===== src/catf_pkg.sv =====
// ---------------------------------------------------------------------------
// catf_pkg
// Types and constants shared by the text line number and escape filter.
// ---------------------------------------------------------------------------
package catf_pkg;

  localparam int NUMBER_DIGITS_DEF = 6;

  // Configuration register indexes.
  localparam int CFG_IDX_W = 3;
  typedef enum logic [CFG_IDX_W-1:0] {
    CFG_NUMBER_ALL      = 3'd0,
    CFG_NUMBER_NONBLANK = 3'd1,
    CFG_SQUEEZE_BLANK   = 3'd2,
    CFG_SHOW_ENDS       = 3'd3,
    CFG_SHOW_TABS       = 3'd4,
    CFG_SHOW_NONPRINT   = 3'd5
  } cfg_idx_t;

  typedef struct packed {
    logic number_all_lines;
    logic number_nonblank_lines;
    logic squeeze_blank;
    logic show_ends;
    logic show_tabs;
    logic show_nonprinting;
  } cfg_t;

  // One formatted output byte with its flags.
  typedef struct packed {
    logic [7:0] out_byte;
    logic       last_of_run;
    logic       dropped;
  } res_t;

  // Character codes.
  localparam logic [7:0] CH_TAB    = 8'd9;
  localparam logic [7:0] CH_NL     = 8'd10;
  localparam logic [7:0] CH_SPACE  = 8'd32;
  localparam logic [7:0] CH_DOLLAR = 8'd36;
  localparam logic [7:0] CH_ZERO   = 8'd48;
  localparam logic [7:0] CH_QMARK  = 8'd63;
  localparam logic [7:0] CH_I      = 8'd73;
  localparam logic [7:0] CH_CARET  = 8'd94;
  localparam logic [7:0] CH_DEL    = 8'd127;
  localparam logic [7:0] CTRL_LIMIT   = 8'd32;
  localparam logic [7:0] CARET_OFFSET = 8'd64;

endpackage


===== src/catf_if.sv =====
// ---------------------------------------------------------------------------
// catf_if
// Valid/ready channels for the raw input bytes and the formatted results.
// ---------------------------------------------------------------------------
interface catf_in_if;
  logic       valid;
  logic       ready;
  logic [7:0] data_byte;
  logic       file_start;

  modport source (output valid, output data_byte, output file_start, input ready);
  modport sink   (input valid, input data_byte, input file_start, output ready);
endinterface

interface catf_out_if;
  logic       valid;
  logic       ready;
  logic [7:0] out_byte;
  logic       last_of_run;
  logic       dropped;

  modport source (output valid, output out_byte, output last_of_run, output dropped,
                  input ready);
  modport sink   (input valid, input out_byte, input last_of_run, input dropped,
                  output ready);
endinterface


===== src/catf_fmt.sv =====
// ---------------------------------------------------------------------------
// catf_fmt
// Line state and counter, and the expansion of one input byte into its run.
// ---------------------------------------------------------------------------
module catf_fmt #(
  parameter int NumberDigits = catf_pkg::NUMBER_DIGITS_DEF,
  localparam int MaxRun = NumberDigits + 3,
  localparam int CntW   = $clog2(MaxRun + 1)
) (
  input  logic                  clk,
  input  logic                  rst_n,
  input  logic                  accept,
  input  logic [7:0]            data_byte,
  input  logic                  file_start,
  input  catf_pkg::cfg_t        cfg,
  output catf_pkg::res_t        run [MaxRun],
  output logic [CntW-1:0]       run_len
);

  logic [NumberDigits-1:0][3:0] count_r, count_nxt;
  logic                         line_start_r, line_start_nxt;
  logic                         prev_blank_r, prev_blank_nxt;

  logic [NumberDigits-1:0][3:0] eff_count, inc_count;
  logic                         eff_start, eff_blank;
  logic                         is_nl, drop, put_num, all_nines, seen, carry;
  logic [7:0]                   body0, body1;
  logic [1:0]                   body_len;
  logic [7:0]                   num_byte [NumberDigits];

  always_comb begin
    eff_count = file_start ? (4*NumberDigits)'(1) : count_r;
    eff_start = file_start | line_start_r;
    eff_blank = ~file_start & prev_blank_r;
    is_nl     = (data_byte == catf_pkg::CH_NL);
    drop      = eff_start & is_nl & cfg.squeeze_blank & eff_blank;
    put_num   = ~drop & eff_start &
                (is_nl ? (cfg.number_all_lines & ~cfg.number_nonblank_lines)
                       : (cfg.number_all_lines | cfg.number_nonblank_lines));

    // Body bytes: the newline with an optional dollar, or the escaped character.
    body0    = data_byte;
    body1    = '0;
    body_len = 2'd1;
    if (is_nl) begin
      if (cfg.show_ends) begin
        body0    = catf_pkg::CH_DOLLAR;
        body1    = catf_pkg::CH_NL;
        body_len = 2'd2;
      end
    end else if (data_byte == catf_pkg::CH_TAB) begin
      if (cfg.show_tabs) begin
        body0    = catf_pkg::CH_CARET;
        body1    = catf_pkg::CH_I;
        body_len = 2'd2;
      end
    end else if (cfg.show_nonprinting && data_byte < catf_pkg::CTRL_LIMIT) begin
      body0    = catf_pkg::CH_CARET;
      body1    = data_byte + catf_pkg::CARET_OFFSET;
      body_len = 2'd2;
    end else if (cfg.show_nonprinting && data_byte == catf_pkg::CH_DEL) begin
      body0    = catf_pkg::CH_CARET;
      body1    = catf_pkg::CH_QMARK;
      body_len = 2'd2;
    end

    // Right-aligned number with leading spaces, most significant digit first.
    seen = 1'b0;
    for (int i = NumberDigits - 1; i >= 0; i--) begin
      if (eff_count[i] != 4'd0 || i == 0) seen = 1'b1;
      num_byte[NumberDigits-1-i] = seen ? (catf_pkg::CH_ZERO | {4'd0, eff_count[i]})
                                        : catf_pkg::CH_SPACE;
    end

    // Saturating BCD increment.
    all_nines = 1'b1;
    carry     = 1'b1;
    for (int i = 0; i < NumberDigits; i++) begin
      if (eff_count[i] != 4'd9) all_nines = 1'b0;
      inc_count[i] = eff_count[i];
      if (carry) begin
        if (eff_count[i] == 4'd9) begin
          inc_count[i] = 4'd0;
        end else begin
          inc_count[i] = eff_count[i] + 4'd1;
          carry        = 1'b0;
        end
      end
    end

    for (int j = 0; j < MaxRun; j++) run[j] = '0;
    if (drop) begin
      run_len = CntW'(1);
      run[0].dropped = 1'b1;
    end else if (put_num) begin
      for (int j = 0; j < NumberDigits; j++) run[j].out_byte = num_byte[j];
      run[NumberDigits].out_byte   = catf_pkg::CH_TAB;
      run[NumberDigits+1].out_byte = body0;
      run[NumberDigits+2].out_byte = body1;
      run_len = CntW'(NumberDigits + 1) + CntW'(body_len);
    end else begin
      run[0].out_byte = body0;
      run[1].out_byte = body1;
      run_len = CntW'(body_len);
    end
    for (int j = 0; j < MaxRun; j++) begin
      run[j].last_of_run = (CntW'(j) == run_len - CntW'(1));
    end

    count_nxt      = count_r;
    line_start_nxt = line_start_r;
    prev_blank_nxt = prev_blank_r;
    if (accept && !drop) begin
      count_nxt      = (put_num && !all_nines) ? inc_count : eff_count;
      line_start_nxt = is_nl;
      prev_blank_nxt = eff_start ? is_nl : eff_blank;
    end
  end

  always_ff @(posedge clk) begin
    if (!rst_n) begin
      count_r      <= (4*NumberDigits)'(1);
      line_start_r <= 1'b1;
      prev_blank_r <= 1'b0;
    end else begin
      count_r      <= count_nxt;
      line_start_r <= line_start_nxt;
      prev_blank_r <= prev_blank_nxt;
    end
  end

endmodule


===== src/catf_ser.sv =====
// ---------------------------------------------------------------------------
// catf_ser
// Output register and pending buffer: one run byte a cycle, when not stalled.
// ---------------------------------------------------------------------------
module catf_ser #(
  parameter int NumberDigits = catf_pkg::NUMBER_DIGITS_DEF,
  localparam int MaxRun = NumberDigits + 3,
  localparam int CntW   = $clog2(MaxRun + 1)
) (
  input  logic            clk,
  input  logic            rst_n,
  input  logic            accept,
  input  catf_pkg::res_t  run [MaxRun],
  input  logic [CntW-1:0] run_len,
  output logic            take_ready,
  output logic            res_valid,
  output catf_pkg::res_t  res,
  input  logic            res_ready
);

  catf_pkg::res_t  pend_r [MaxRun];
  catf_pkg::res_t  pend_nxt [MaxRun];
  logic [CntW-1:0] pend_len_r, pend_len_nxt;
  catf_pkg::res_t  out_r, out_nxt;
  logic            out_v_r, out_v_nxt;
  logic            adv;

  assign adv        = ~out_v_r | res_ready;
  assign take_ready = (pend_len_r == '0);
  assign res_valid  = out_v_r;
  assign res        = out_r;

  always_comb begin
    pend_nxt     = pend_r;
    pend_len_nxt = pend_len_r;
    out_nxt      = out_r;
    out_v_nxt    = out_v_r;
    if (accept) begin
      if (adv) begin
        out_nxt   = run[0];
        out_v_nxt = 1'b1;
        for (int j = 0; j < MaxRun - 1; j++) pend_nxt[j] = run[j+1];
        pend_nxt[MaxRun-1] = '0;
        pend_len_nxt = run_len - CntW'(1);
      end else begin
        pend_nxt     = run;
        pend_len_nxt = run_len;
      end
    end else if (adv) begin
      if (pend_len_r != '0) begin
        out_nxt   = pend_r[0];
        out_v_nxt = 1'b1;
        for (int j = 0; j < MaxRun - 1; j++) pend_nxt[j] = pend_r[j+1];
        pend_nxt[MaxRun-1] = '0;
        pend_len_nxt = pend_len_r - CntW'(1);
      end else begin
        out_v_nxt = 1'b0;
      end
    end
  end

  always_ff @(posedge clk) begin
    if (!rst_n) begin
      pend_len_r <= '0;
      out_v_r    <= 1'b0;
    end else begin
      pend_len_r <= pend_len_nxt;
      out_v_r    <= out_v_nxt;
    end
  end

  always_ff @(posedge clk) begin
    pend_r <= pend_nxt;
    out_r  <= out_nxt;
  end

endmodule


===== src/text_line_number_and_escape_filter_top.sv =====
// ---------------------------------------------------------------------------
// text_line_number_and_escape_filter_top
// Formats a raw text byte stream with line numbers, squeezing and escapes.
// ---------------------------------------------------------------------------
// Usage: raw bytes arrive as requests on in_ch (data_byte, file_start); the
// formatted bytes leave as requests on out_ch, one byte per request. Each
// input request expands to a run of 1 to NumberDigits+3 result requests, the
// final one flagged last_of_run. A squeezed blank line yields one result with
// dropped and last_of_run set and out_byte zero.
// Latency: the first byte of a run is on out_ch in the cycle after its input
// request is accepted when the output register is free or being drained.
// Throughput: one output byte per cycle while out_ch is not stalled, set by
// the single output register; a run of n bytes holds in_ch until its last
// byte reaches that register, so one-byte runs flow at one request per cycle.
// in_ch.ready is low while bytes of an earlier run wait in the pending
// buffer; a stalled receiver holds out_ch steady and backs up into in_ch.
// Reset (rst_n low, synchronous) clears all options, sets the line count to
// one and places the formatter at the start of a line. The cfg port writes
// one option bit per cycle; use it only while the block is idle (unenforced).
// ---------------------------------------------------------------------------
module text_line_number_and_escape_filter_top #(
  parameter int NumberDigits = catf_pkg::NUMBER_DIGITS_DEF,
  localparam int MaxRun = NumberDigits + 3,
  localparam int CntW   = $clog2(MaxRun + 1)
) (
  input  logic                           clk,
  input  logic                           rst_n,
  catf_in_if.sink                        in_ch,
  catf_out_if.source                     out_ch,
  input  logic                           cfg_we,
  input  logic [catf_pkg::CFG_IDX_W-1:0] cfg_index,
  input  logic                           cfg_wdata
);

  // Option bits; a write to an index past the last register is ignored.
  catf_pkg::cfg_t cfg_r, cfg_nxt;

  always_comb begin
    cfg_nxt = cfg_r;
    if (cfg_we) begin
      unique case (catf_pkg::cfg_idx_t'(cfg_index))
        catf_pkg::CFG_NUMBER_ALL:      cfg_nxt.number_all_lines      = cfg_wdata;
        catf_pkg::CFG_NUMBER_NONBLANK: cfg_nxt.number_nonblank_lines = cfg_wdata;
        catf_pkg::CFG_SQUEEZE_BLANK:   cfg_nxt.squeeze_blank         = cfg_wdata;
        catf_pkg::CFG_SHOW_ENDS:       cfg_nxt.show_ends             = cfg_wdata;
        catf_pkg::CFG_SHOW_TABS:       cfg_nxt.show_tabs             = cfg_wdata;
        catf_pkg::CFG_SHOW_NONPRINT:   cfg_nxt.show_nonprinting      = cfg_wdata;
        default:                       cfg_nxt = cfg_r;
      endcase
    end
  end

  always_ff @(posedge clk) begin
    if (!rst_n) begin
      cfg_r <= '0;
    end else begin
      cfg_r <= cfg_nxt;
    end
  end

  // An input request is taken only when no earlier run is left pending.
  logic            take_ready;
  logic            accept;
  catf_pkg::res_t  run [MaxRun];
  logic [CntW-1:0] run_len;
  catf_pkg::res_t  res;

  assign in_ch.ready = take_ready;
  assign accept      = in_ch.valid & take_ready;

  // The formatter works out the whole run of the accepted byte in one pass
  // and advances the line state and counter.
  catf_fmt #(.NumberDigits(NumberDigits)) u_fmt (
    .clk        (clk),
    .rst_n      (rst_n),
    .accept     (accept),
    .data_byte  (in_ch.data_byte),
    .file_start (in_ch.file_start),
    .cfg        (cfg_r),
    .run        (run),
    .run_len    (run_len)
  );

  // The serializer loads the run and drains it through the output register.
  catf_ser #(.NumberDigits(NumberDigits)) u_ser (
    .clk        (clk),
    .rst_n      (rst_n),
    .accept     (accept),
    .run        (run),
    .run_len    (run_len),
    .take_ready (take_ready),
    .res_valid  (out_ch.valid),
    .res        (res),
    .res_ready  (out_ch.ready)
  );

  assign out_ch.out_byte    = res.out_byte;
  assign out_ch.last_of_run = res.last_of_run;
  assign out_ch.dropped     = res.dropped;

endmodule


===== src/flat_wrapper.sv =====
// flat-port wrapper written by rule: the top's interface ports become plain ports
module text_line_number_and_escape_filter_top_flat 
#(
  parameter int NumberDigits = catf_pkg::NUMBER_DIGITS_DEF,
  localparam int MaxRun = NumberDigits + 3,
  localparam int CntW   = $clog2(MaxRun + 1)
)
  (clk, rst_n, cfg_we, cfg_index, cfg_wdata, in_ch_valid, in_ch_data_byte, in_ch_file_start, in_ch_ready, out_ch_valid, out_ch_out_byte, out_ch_last_of_run, out_ch_dropped, out_ch_ready);
  catf_in_if in_ch_i ();
  catf_out_if out_ch_i ();
  input  logic clk;
  input  logic rst_n;
  input  logic cfg_we;
  input  logic [catf_pkg::CFG_IDX_W-1:0] cfg_index;
  input  logic cfg_wdata;
  input wire logic [$bits(in_ch_i.valid)-1:0] in_ch_valid;
  input wire logic [$bits(in_ch_i.data_byte)-1:0] in_ch_data_byte;
  input wire logic [$bits(in_ch_i.file_start)-1:0] in_ch_file_start;
  output wire logic [$bits(in_ch_i.ready)-1:0] in_ch_ready;
  output wire logic [$bits(out_ch_i.valid)-1:0] out_ch_valid;
  output wire logic [$bits(out_ch_i.out_byte)-1:0] out_ch_out_byte;
  output wire logic [$bits(out_ch_i.last_of_run)-1:0] out_ch_last_of_run;
  output wire logic [$bits(out_ch_i.dropped)-1:0] out_ch_dropped;
  input wire logic [$bits(out_ch_i.ready)-1:0] out_ch_ready;
  assign in_ch_i.valid = in_ch_valid;
  assign in_ch_i.data_byte = in_ch_data_byte;
  assign in_ch_i.file_start = in_ch_file_start;
  assign in_ch_ready = in_ch_i.ready;
  assign out_ch_valid = out_ch_i.valid;
  assign out_ch_out_byte = out_ch_i.out_byte;
  assign out_ch_last_of_run = out_ch_i.last_of_run;
  assign out_ch_dropped = out_ch_i.dropped;
  assign out_ch_i.ready = out_ch_ready;
  text_line_number_and_escape_filter_top #(.NumberDigits(NumberDigits)) u_core (.clk(clk), .rst_n(rst_n), .in_ch(in_ch_i), .out_ch(out_ch_i), .cfg_we(cfg_we), .cfg_index(cfg_index), .cfg_wdata(cfg_wdata));
endmodule

===== config.mk =====
export PLATFORM = sky130hd
export DESIGN_NAME = text_line_number_and_escape_filter_top_flat
export DESIGN_NICKNAME = d
export VERILOG_FILES = /design/src/catf_pkg.sv /design/src/catf_if.sv /design/src/catf_fmt.sv /design/src/catf_ser.sv /design/src/text_line_number_and_escape_filter_top.sv /design/src/flat_wrapper.sv
export SDC_FILE = /design/constraint.sdc
export NUM_CORES = 1
export LEC_CHECK = 0
export BUFFER_PORTS_ARGS = -buffer_cell sky130_fd_sc_hd__buf_2
export CAP_MARGIN = 10
export CORE_ASPECT_RATIO = 0.75
export CORE_MARGIN = 2
export CORE_UTILIZATION = 40
export DETAILED_ROUTE_END_ITERATION = 8
export GPL_ROUTABILITY_DRIVEN = 0
export PLACE_DENSITY = 0.53
export SETUP_SLACK_MARGIN = 0.5
export SLEW_MARGIN = 20
export SYNTH_ARGS = -nofsm -noshare
export SYNTH_HDL_FRONTEND = slang
export SYNTH_SLANG_ARGS = --single-unit

===== constraint.sdc =====
create_clock -name clk -period 7.14 [get_ports clk]
set_clock_uncertainty 0.05 [all_clocks]
set_input_delay 0.714 -clock clk [delete_from_list [all_inputs] [get_ports clk]]
set_output_delay 0.714 -clock clk [all_outputs]
set_load 0.02 [all_outputs]

-- Word-level counts from Yosys, hierarchy flattened
Index checks and enable logic that the tools add are counted.
- register bits: 137
- latch bits: 0
- memory bits (writable): 0
- memory bits (read-only): 0
- memories kept: 0
- $add $sub $neg: 10
- $mul: 0
- div/mod/pow operators: 0
- order comparisons: 1
- equality and inequality tests: 28
- shifts and indexed selects: 0
- multiplexer cells: 95
- bitwise gates (word level): 15
- reduce and logical (&&, ||, !) cells: 25
- operators with widths (cell ; count):
    $mux 90 ; 4
    $mux 8 ; 17
    $mux 4 ; 20
    $mux 6 ; 9
    $mux 24 ; 2
    $mux 10 ; 4
    $mux 1 ; 27
    $mux 5 ; 5
    $add 4x1->4 const B ; 6
    $eq 4x4->1 const B ; 6
    $ne 4x4->1 const B ; 6
    $reduce_bool 4->1 ; 6
    $eq 3x4->1 const A ; 4
    $eq 8x4->1 const B ; 2
    $reduce_and 2->1 ; 8
    $mux 2 ; 6
    $add 8x7->8 const B ; 1
    $and 1x1->1 ; 8
    $eq 2x4->1 const A ; 2
    $eq 8x7->1 const B ; 1
    $logic_not 4->1 ; 2
    $lt 8x6->1 const B ; 1
    $sub 4x1->4 const B ; 2
    $mux 7 ; 1
    other kinds (12) ; 24

-- Depth between registers and ports, before layout
Gate-level depths: netlist of the first run.
- depth after elaboration: 13
- depth in mapped cells: 15
- mapped depth without buffers: 15

-- Cells and area by module
From an unflattened synthesis of the first run, not the netlist that was laid out.
- cells, all modules: 964
- area, all modules: 8306.7 um2
- by module, submodules not included (module ; times used ; cells an instance ; area an instance (um2)):
    catf_ser ; 1 ; 529 ; 5159.9
    catf_fmt ; 1 ; 409 ; 2864.0
    text_line_number_and_escape_filter_top ; 1 ; 26 ; 282.8

-- Least setup slack after synthesis of the first run
No wires, ideal clock.
- path kind: register -> register
- start: reg u_core.u_ser.pend_len_r[0]
- end: reg u_core.u_ser.pend_len_r[3]
- setup time: 0.078 ns
- arrival time: 5.716 ns
- required time: 7.012 ns
- slack: 1.296 ns
- stages on the path, launching flop included: 10
- clock period less this slack: 5.844 ns
- path through: dfxtp_1 > inv_1 > ha_1 > or3b_1 > clkbuf_1 > nor2_1 > a21oi_1 > o21a_1 > o21ai_0 > nor3_1
- cells in the longest elaborated chain, start to end: 4
- elaborated cells on any way between the ends: 10
- those cells by class: add/sub (1); mux (3); bitwise (1); reduce/logical (5)
- ends and longest elaborated chain (item ; RTL line ; RTL):
    start, declared ; catf_ser.sv:23 ; logic [CntW-1:0] pend_len_r, pend_len_nxt;
    start signal, assigned ; catf_ser.sv:67 ; pend_len_r <= pend_len_nxt;
    $sub 4x1->4 or $logic_not 4->1 (tied branches) ; catf_ser.sv:55, catf_ser.sv:29 ;
    $mux 4 or $and 1x1->1 (tied branches) ; catf_ser.sv:50, text_line_number_and_escape_filter_top.sv:69 ;
    $mux 4 or $reduce_bool 2->1 (tied branches) ; n/a ;
    $mux 4 or $reduce_and 2->1 (tied branches) ; n/a ;
Parallel ways exist; a longest one is shown, timed or not. The select of a mux whose other input is x is not followed.
A chain may end at the register's enable or synchronous reset.

==> impl_metrics.tcl, run 1 <==
set metrics [dict create \
    drv_cap 0 \
    grt_usage_pct 22.6 \
    routed_wl_microns 20900 \
    fin_setup_tns_ns 0 \
    max_stage_delay_ns 0.60 \
    dp_cells 996 \
    final_common_cell "nand2_1" \
    worstPathRequired_ns 7.37 \
    area_growth_pct 13.2 \
    cpLargestDelayFamily "simple AND/OR/NAND/NOR gates" \
    cp-start-kind "input port" \
    core_sq_um 17600 \
    rows 42 \
    end_kind "flip-flop" \
    finalNonFillerCells 1028 \
    num_vias 6101 \
    drt_iter0_markers 661 \
    ys.flop_type "edfxtp_1" \
    dieHeight_microns 120 \
    reg2reg_slack_ns 3.13 \
    post_cts_buffers 0 \
    cts_inserted_buffers 17 \
    clk_pin_slew_worst_paths_ns 0.06 \
    ys_ff_latch 129 \
    cellPowerDensity_nw_per_um2 366 \
    worst_slew_pin_slew_ns 0.900 \
    cp.arrival_ns 4.81 \
    insertion_delay_ns 0.42 \
    synth_cell_type_count 75 \
    async_flop_share_pct 0 \
    synth_edf_count 92 \
    dieArea_sq_um 19000 \
    timing.fmax_mhz 219 \
    htreeDepth 4 \
    period_needed_ns 4.58 \
    cts_sinks 129 \
    hpwl_microns 13900 \
    rsz0062_at_grt "false" \
    path_max_fanout 9 \
    status "complete, no violations" \
    syn_inst 770 \
    antenna_found_initial 0 \
    critPathSlowestCell "a221oi_1" \
    grt_pass1_vias 5850 \
    slew_headroom_pct 40.0 \
    vdd_drop_max_uv 182 \
    start_util_pct 40.7 \
    clk_path_buf_depth 2 \
    avgRoutedWirePerCell_microns 20.3 \
    grt-ovfl-total 0 \
    syn_area_per_cell_sq_um 9.31 \
    port_buffers 29 \
    cellLeakagePower_nw 2.90 \
    cts_tree "done" \
    die_x_microns 159 \
    final_max_slew_viol_count 0 \
    post_drt_via_cell_ratio 5.93 \
    grt_pass1_wl_microns 32800 \
    final_nets 799 \
    cp.buffers_inverters 4 \
    syn-cell-area_sq_um 7170 \
    hp-class "flip-flop to flip-flop" \
    cts_resized 0 \
    layout_common_cells "nand2_1 (108), edfxtp_1 (92), nor2_1 (61), a21oi_1 (59), o21ai_0 (49)" \
    drt_pass1_iterations 5 \
    period_share_pct 64.1 \
    synth.net_count 796 \
    ant_nets 0 \
    postCtsHoldBufs 0 \
    ys_seq_area_share_pct 48.9 \
    grt_max_degree 68 \
    p_total_mw 2.97 \
    layout-drive-gt1-share_pct 11.6 \
    path_cells "buf_2 -> inv_1 -> ha_1 -> nor4bb_1 -> nand2_1 -> nor2_1 -> or2_2 -> inv_1 -> ha_1 -> a221oi_1 -> inv_1 -> ha_1 -> xor2_1 -> a2111oi_0 -> mux2_2" \
    root_buffer "clkbuf_16" \
    drc 0 \
    nFillCells 1700 \
    worst-setup-path-type "input port to flip-flop" \
    finalHoldViolations 0 \
    synth_warnings 0 \
    finalSetupViolations 0 \
    ioPinCount 30 \
]
==> cell families after synthesis <==
group	after synthesis	share of synthesized area, %
DFF	129	48.9
muxes	9	1.27
adders and majority gates	8	1.40
AOI/OAI and AO/OA	226	21.1
xor gates and xnor gates	5	0.611
and+or+nand+nor	321	22.9
buffers and inverters	72	3.84
==> per-layer routing <==
metal | up-vias | global-route usage, % | routed length, microns
met4 | 0 | 7.26 | 387
met5 | - | 0 | 0
met2 | 189 | 32.9 | 9200
met3 | 31 | 5.56 | 1200
li1 | 2889 | - | -
met1 | 2992 | 32.9 | 10100
==> metrics by stage <==
stage          util, %  setup WS [ns]  cell area (sq um)  hold WS, ns
6_report          46.1           2.56               8120        0.462
5_1_grt           46.1           2.27               8110        0.480
4_1_cts           46.1           2.75               8110        0.466
3_3_place_gp      42.7           2.53               7510        0.441
2_1_floorplan        -           1.30               7170        0.420
3_5_place_dp      42.7           2.30               7510        0.452
==> registers in the layout, indices dropped and copies added, names as in the netlist <==
register                   count
u_core.cfg_r                   6
u_core.u_ser.res              10
u_core.u_ser.pend_r           82
u_core.u_ser.res_valid         1
u_core.u_fmt.prev_blank_r      1
u_core.u_fmt.count_r          24
u_core.u_fmt.line_start_r      1
u_core.u_ser.pend_len_r        4
==> cell usage after synthesis, types with 4 or more instances <==
cell | n | area share (%)
nor2_1 | 63 | 3.3
dfxtp_1 | 37 | 10
or3b_2 | 4 | 0.49
o21ai_0 | 49 | 3.4
o22ai_1 | 4 | 0.35
a32o_1 | 6 | 0.84
nor2b_1 | 9 | 0.79
or3_1 | 9 | 0.79
nor3_1 | 18 | 1.3
a221oi_1 | 5 | 0.61
and3_1 | 5 | 0.44
edfxtp_1 | 92 | 39
and4_1 | 5 | 0.61
clkbuf_1 | 46 | 2.4
nand2_1 | 109 | 5.7
inv_1 | 15 | 0.79
ha_1 | 8 | 1.4
nand2b_1 | 14 | 1.2
nand3_1 | 21 | 1.5
nor4bb_1 | 4 | 0.56
mux2i_1 | 8 | 1.1
o31ai_1 | 10 | 1.0
a31oi_1 | 14 | 1.2
a211oi_1 | 6 | 0.63
buf_1 | 6 | 0.31
nor4_1 | 5 | 0.44
a21oi_1 | 60 | 4.2
o21a_1 | 8 | 0.84
buf_2 | 4 | 0.28
nor3b_1 | 4 | 0.42
xnor2_1 | 4 | 0.49
a2bb2oi_1 | 4 | 0.49
a22o_1 | 16 | 2.0
nand4_1 | 11 | 0.96
or2_2 | 5 | 0.44
and2_1 | 16 | 1.4
o221ai_1 | 5 | 0.61
a22oi_1 | 4 | 0.42
==> layout make-up <==
| cell class | count | area (sq um) | share of cell area (%) |
|---|---|---|---|
| well taps | 242 | 303 | 3.73 |
| clock buffers | 20 | 437 | 5.38 |
| inverters | 16 | 60.1 | 0.740 |
| diodes | 1 | 2.50 | 0.0308 |
| flip-flops and latches | 129 | 3500 | 43.2 |
| multi-input cells | 569 | 3420 | 42.1 |
| repair buffers | 40 | 228 | 2.81 |
| clock inverters | 11 | 163 | 2.00 |
==> where the power goes <==
| group | internal (mW) | total, mW | switching [mW] |
|---|---|---|---|
| clock | 0.580 | 0.908 | 0.328 |
| combinational | 0.246 | 0.762 | 0.516 |
| sequential | 1.22 | 1.30 | 0.0852 |
| total | 2.04 | 2.97 | 0.930 |
==> final timing paths <==
kind                            from                 endpoint  cells past startpoint
max               in_ch_data_byte[6]  u_core.u_ser.pend_r[21]                     15
min          u_core.u_ser.pend_r[58]  u_core.u_ser.pend_r[68]                      1
max reg2reg          u_core.cfg_r[0]  u_core.u_ser.pend_r[21]                     12
min reg2reg  u_core.u_ser.pend_r[58]  u_core.u_ser.pend_r[68]                      1
==> worst register-to-register path: stages (launching register included) <==
cell and delay, ns:
dfxtp_1 0.46, nand4_1 0.18, nor2_1 0.37, nor4_1 0.17
or2_2 0.36, inv_1 0.09, ha_1 0.28, a221oi_1 0.60
inv_1 0.14, ha_1 0.33, xor2_1 0.23, a2111oi_0 0.39
mux2_2 0.23
Power figures use the tool's default switching activity.
==> run 2: changes to the inputs <==
ABC_AREA = 1   (was not set)
clock period = 4.6 ns   (was 7.14 ns; I/O delays follow)
==> run 2 against run 1 <==
Against the previous run:
- first-iteration DRC count is 9.7% lower
- non-clock buffer count is 1 higher
- die area is 3.5% higher
- flip-flop and latch count stayed put
- final area is 2.8% higher
- global-route usage is 1.1 points lower
- register-to-register slack worse by 1.7 ns
- area after synthesis is 3.6% higher
- cell count is 18% higher
- sequential power is 65% higher
- highest routed layer unchanged
==> impl_metrics.tcl, run 2 <==
set metrics [dict create \
    placedInstanceArea_sq_um 7790 \
    synth_cell_type_count 45 \
    rows 43 \
    worstPathRequired_ns 4.70 \
    cts_inserted_buffers 17 \
    rsz0062_at_grt "false" \
    antenna_cells 0 \
    drt_pass1_iterations 5 \
    synth_top_area_share_pct 37.2 \
    cts_tree "done" \
    cts_sinks 129 \
    drv_cap 0 \
    cp.arrival_ns 3.44 \
    max_stage_delay_ns 0.32 \
    clk_pin_slew_worst_paths_ns 0.05 \
    cp.buffers_inverters 7 \
    cellLeakagePower_nw 3.48 \
    grt_pass1_wl_microns 32500 \
    synth_edf_count 92 \
    ys.flop_type "edfxtp_1" \
    ant_nets 0 \
    grt_max_degree 87 \
    synth.top_cells.by_area "edfxtp_1 (37%), nand2_1 (13%), dfxtp_1 (10%)" \
    critPathSlowestCell "ha_1" \
    synth_common_cells "nand2_1 (260), inv_1 (104), edfxtp_1 (92), nor2_1 (69), o21ai_0 (66)" \
    ioPinCount 30 \
    post_cts_buffers 0 \
    routed_wl_microns 20700 \
    worst_slew_pin_slew_ns 0.900 \
    grt_usage_pct 21.6 \
    period_share_pct 72.5 \
    avgRoutedWirePerCell_microns 17.1 \
    top_register "u_core.u_ser.pend_r" \
    num_vias 6428 \
    cellPowerDensity_nw_per_um2 584 \
    dieHeight_microns 122 \
    drc 0 \
    cp-start-kind "input port" \
    clk_path_buf_depth 2 \
    r2r-start "u_core.cfg_r[0]" \
    start_util_pct 40.5 \
    fin_setup_tns_ns 0 \
    end_kind "flip-flop" \
    worst-r2r-cell-count 17 \
    yosysTopAreaCell "edfxtp_1" \
    syn_area_per_cell_sq_um 8.00 \
    vdd_drop_max_uv 473 \
    layout_common_cells "nand2_1 (259), inv_1 (104), edfxtp_1 (92), nor2_1 (69), o21ai_0 (66)" \
    timing.fmax_mhz 300 \
    antenna_found_initial 0 \
    final_area_sq_um 8340 \
    drt_iter0_markers 597 \
    nFillCells 1854 \
    port_buffers 29 \
    path_cells "buf_2 -> inv_1 -> ha_1 -> nand3_1 -> inv_1 -> nand2_1 -> inv_1 -> nand2_1 -> nand2_2 -> inv_1 -> ha_1 -> a21oi_1 -> inv_1 -> ha_1 -> nand3b_1 -> nand2_4 -> inv_2 -> nand4_1 -> nand3_1" \
    postCtsHoldBufs 0 \
    cts_resized 0 \
    path_max_fanout 10 \
    largest_reg_flops 82 \
    layout-drive-gt1-share_pct 11.3 \
    post_drt_via_cell_ratio 5.31 \
    finalSetupViolations 0 \
    timing.rr.end "u_core.u_ser.pend_r[71]" \
    area_growth_pct 12.3 \
    hp-start "cfg_wdata" \
    finalHoldViolations 0 \
    yosysMostFrequentCell "nand2_1" \
    ys_ff_latch 129 \
    slew_headroom_pct 40.0 \
    grt_pass1_vias 5742 \
    root_buffer "clkbuf_16" \
    synth_warnings 0 \
    htreeDepth 4 \
    hpwl_microns 14400 \
    reg2reg_slack_ns 1.45 \
    die_x_microns 161 \
    syn-cell-area_sq_um 7430 \
    grt-ovfl-total 0 \
    core_sq_um 18300 \
    cpLargestDelayFamily "simple AND/OR/NAND/NOR gates" \
    final_common_cell "nand2_1" \
    cpMostUsedCell "inv_1" \
    worst-setup-path-type "input port to flip-flop" \
    period_needed_ns 3.34 \
    min_path_cells 3 \
    whs_endpoint "u_core.cfg_r[5]" \
    insertion_delay_ns 0.42 \
    hp-class "input port to flip-flop" \
    ys_seq_area_share_pct 47.2 \
    final_nets 977 \
    async_flop_share_pct 0 \
    synth.net_count 954 \
    dieArea_sq_um 19700 \
    syn_inst 928 \
    status "complete, no violations" \
    final_max_slew_viol_count 0 \
]
-- run 2: cell type report --
cell class,count,area [sq um],share of cell area (%)
tap,247,309,3.70
timing repair buffer,41,248,2.97
clock inverter,7,85.1,1.02
clock buffer,25,465,5.58
multi-input combinational,651,3310,39.7
sequential,129,3500,42.0
inverter,111,417,4.99
-- run 2: cells by family (layout without fill, tap and decap cells) --
logic type / count (synthesis) / after routing / share of synthesized area, %
adder cells (fa/ha/maj): 8 / 8 / 1.35
buffers and inverters: 148 / 184 / 8.44
XOR/XNOR: 4 / 4 / 0.472
flip-flops: 129 / 129 / 47.2
AO/OA/AOI/OAI: 189 / 189 / 14.8
AND/OR/NAND/NOR: 450 / 450 / 27.8
-- run 2: worst reg2reg max path, delay by kind of cell, from the launching register on --
kind | cells | cell delay (ns)
AND/OR/NAND/NOR | 11 | 1.31
adder cells (fa/ha/maj) | 2 | 0.53
flip-flops | 1 | 0.37
buffers and inverters | 3 | 0.34
AO/OA/AOI/OAI | 1 | 0.29
-- run 2: power breakdown --
part	switching, mW	internal [mW]	total (mW)
registers	0.157	1.98	2.14
logic	1.00	0.440	1.44
clock network	0.485	0.807	1.29
-- run 2: worst max-delay path by stage --
stage                          startpoint                    endpoint  cells after the start
2_1_floorplan  u_core.u_ser.pend_len_r[0]  u_core.u_ser.pend_len_r[1]                     10
3_3_place_gp           in_ch_data_byte[7]     u_core.u_ser.pend_r[61]                     19
3_5_place_dp           in_ch_data_byte[7]     u_core.u_ser.pend_r[71]                     19
4_1_cts                in_ch_data_byte[7]     u_core.u_ser.pend_r[71]                     19
5_1_grt                in_ch_data_byte[7]     u_core.u_ser.pend_r[81]                     19
6_report               in_ch_data_byte[7]     u_core.u_ser.pend_r[71]                     19
-- run 2: per-layer routing --
metal	global-route usage [%]	vias up	wire length, microns
li1	-	3197	-
met1	33.4	3010	10600
met2	30.7	206	8530
met3	4.83	15	1400
met4	4.24	0	182
met5	0	-	0
-- run 2: per-stage QoR --
step	hold WS [ns]	worst slack (ns)	total power, mW	utilization (%)	cells
6_report	0.327	1.26	4.87	45.5	1211
3_5_place_dp	0.400	0.932	3.60	42.5	1179
4_1_cts	0.308	1.34	4.91	45.5	1211
3_3_place_gp	0.400	1.04	3.59	42.5	1179
2_1_floorplan	0.389	0.700	3.17	-	928
5_1_grt	0.334	0.972	5.17	45.5	1211
==> run 3: changes to the inputs <==
ABC_AREA = 0   (was 1)
clock period = 3.2 ns   (was 4.6 ns; I/O delays follow)
==> run 3 against run 2 <==
Against the previous run:
- die area shrank 3.4%
- clock power rose by 37%
- cell count fell by 8.9%
- sequential share of layout area shrank 2.5 points
- sequential power grew 36%
- wire length increased by 7.6%
- combinational power increased by 32%
- global-route usage rose by 2.4 points
==> impl_metrics.tcl, run 3 (same netlist as run 1, synthesis figures left out) <==
set metrics [dict create \
    routed_wl_microns 22300 \
    max_stage_delay_ns 0.43 \
    cp-start-kind "input port" \
    timing.fmax_mhz 335 \
    drc 0 \
    path_cells "buf_2 -> or3b_4 -> nor4_4 -> nor4_4 -> or2_4 -> inv_4 -> ha_4 -> a221oi_4 -> inv_2 -> ha_4 -> xor2_4 -> a2111oi_4 -> mux2_4" \
    multiInputGateArea_sq_um 3650 \
    rows 42 \
    cellPowerDensity_nw_per_um2 740 \
    cts_tree "done" \
    dieArea_sq_um 19000 \
    nFillCells 1619 \
    ioPinCount 30 \
    num_vias 6463 \
    cts_inserted_buffers 17 \
    drt_iter0_markers 684 \
    busiest_layer "met1" \
    period_needed_ns 2.99 \
    grt-ovfl-total 0 \
    grt_usage_pct 23.9 \
    dp_cells 1063 \
    fin_ws_ns 0.213 \
    top_register "u_core.u_ser.pend_r" \
    dieHeight_microns 120 \
    clk_path_buf_depth 2 \
    use_met3_pct 5.24 \
    core_sq_um 17600 \
    vdd_drop_max_uv 489 \
    area_growth_pct 23.8 \
    grt_max_degree 84 \
    finalSetupViolations 0 \
    drv_cap 0 \
    hpwl_microns 15300 \
    status "complete, no violations" \
    p_total_mw 6.57 \
    cts_sinks 129 \
    post-place-ws_ns -0.239 \
    grt_util_met1_pct 38.0 \
    finalNonFillerCells 1103 \
    worst_slew_pin_slew_ns 0.829 \
    htreeDepth 4 \
    finalHoldViolations 0 \
    final_max_slew_viol_count 0 \
    hp-class "input port to flip-flop" \
    rsz0062_at_grt "true" \
    layout-drive-gt1-share_pct 23.7 \
    final_nets 874 \
    cp.arrival_ns 3.10 \
    root_buffer "clkbuf_16" \
    die_x_microns 159 \
    avgRoutedWirePerCell_microns 20.2 \
    antenna_cells 0 \
    layout_common_cells "nand2_1 (105), edfxtp_1 (92), buf_4 (80), nor2_1 (59), a21oi_1 (57)" \
    start_util_pct 40.7 \
    cp.buffers_inverters 3 \
    cellLeakagePower_nw 3.28 \
    antenna_found_initial 0 \
    cpLargestDelayFamily "simple AND/OR/NAND/NOR gates" \
    grt_pass1_wl_microns 34500 \
    insertion_delay_ns 0.43 \
    use_met2_pct 32.1 \
    post_drt_via_cell_ratio 5.86 \
    grt_pass1_vias 6031 \
    ant_nets 0 \
    seqCellArea_sq_um 3510 \
    drt_pass1_iterations 5 \
    end_kind "flip-flop" \
    postCtsHoldBufs 0 \
    final_common_cell "nand2_1" \
    largest_reg_flops 82 \
    clk_pin_slew_worst_paths_ns 0.06 \
    slew_headroom_pct 44.7 \
    port_buffers 29 \
    period_share_pct 93.4 \
    worst-setup-path-type "input port to flip-flop" \
    path_max_fanout 4 \
    critPathSlowestCell "or3b_4" \
    worstPathRequired_ns 3.32 \
]
[run 3: routing by layer]
metal,share of wire (%),vias to the layer above
met5,0,-
met4,1.5,0
li1,-,3047
met1,50,3162
met3,6.8,25
met2,41,229
[run 3: report_power, final]
group	switching [mW]	internal (mW)
clock	0.762	1.01
sequential	0.192	2.71
combinational	1.24	0.655
total	2.20	4.37
[run 3: per-stage QoR]
| stage | TNS [ns] | cell area [sq um] | util (%) | hold slack, ns |
|---|---|---|---|---|
| floorplan | -0.589 | 7290 | - | 0.409 |
| global placement | -1.22 | 8100 | 46.0 | 0.434 |
| detailed placement | -1.67 | 8100 | 46.0 | 0.450 |
| CTS | 0 | 8770 | 49.8 | 0.151 |
| global route | 0 | 8870 | 50.4 | 0.184 |
| finish | 0 | 8870 | 50.4 | 0.164 |
[run 3: area by class of cell]
class	instances	share of cell area [%]
multi-input combinational	569	41.2
sequential	129	39.5
timing repair buffer	115	9.17
clock buffer	19	4.99
tap	242	3.41
clock inverter	13	1.03
inverter	16	0.705
[run 3: final timing paths]
path                                                end               startpoint  slack [ns]  depth (start not counted)
worst max-delay path            u_core.u_ser.pend_r[21]       in_ch_data_byte[2]        0.21                         13
worst min-delay path                    u_core.cfg_r[3]                cfg_wdata        0.16                          3
worst max register to register  u_core.u_ser.pend_r[21]          u_core.cfg_r[0]        0.24                         13
worst min register to register  u_core.u_ser.pend_r[68]  u_core.u_ser.pend_r[58]        0.46                          1
[run 3: worst register-to-register path, stage by stage, from the launching register on]
cell and delay [ns]:
dfxtp_4 0.37, buf_6 0.10, nand4_1 0.11, nor2_2 0.23
nor4_4 0.08, or2_4 0.30, inv_4 0.07, ha_4 0.20
a221oi_4 0.34, inv_2 0.10, ha_4 0.20, xor2_4 0.23
a2111oi_4 0.05, mux2_4 0.29
[run 3: what timing repair did]
action / in CTS / in global routing
resized for setup: 20 / 17
pin swaps: 9 / 9
setup endpoints to repair: 35 / 20
cloned: 0 / 0
buffers inserted: 6 / 2
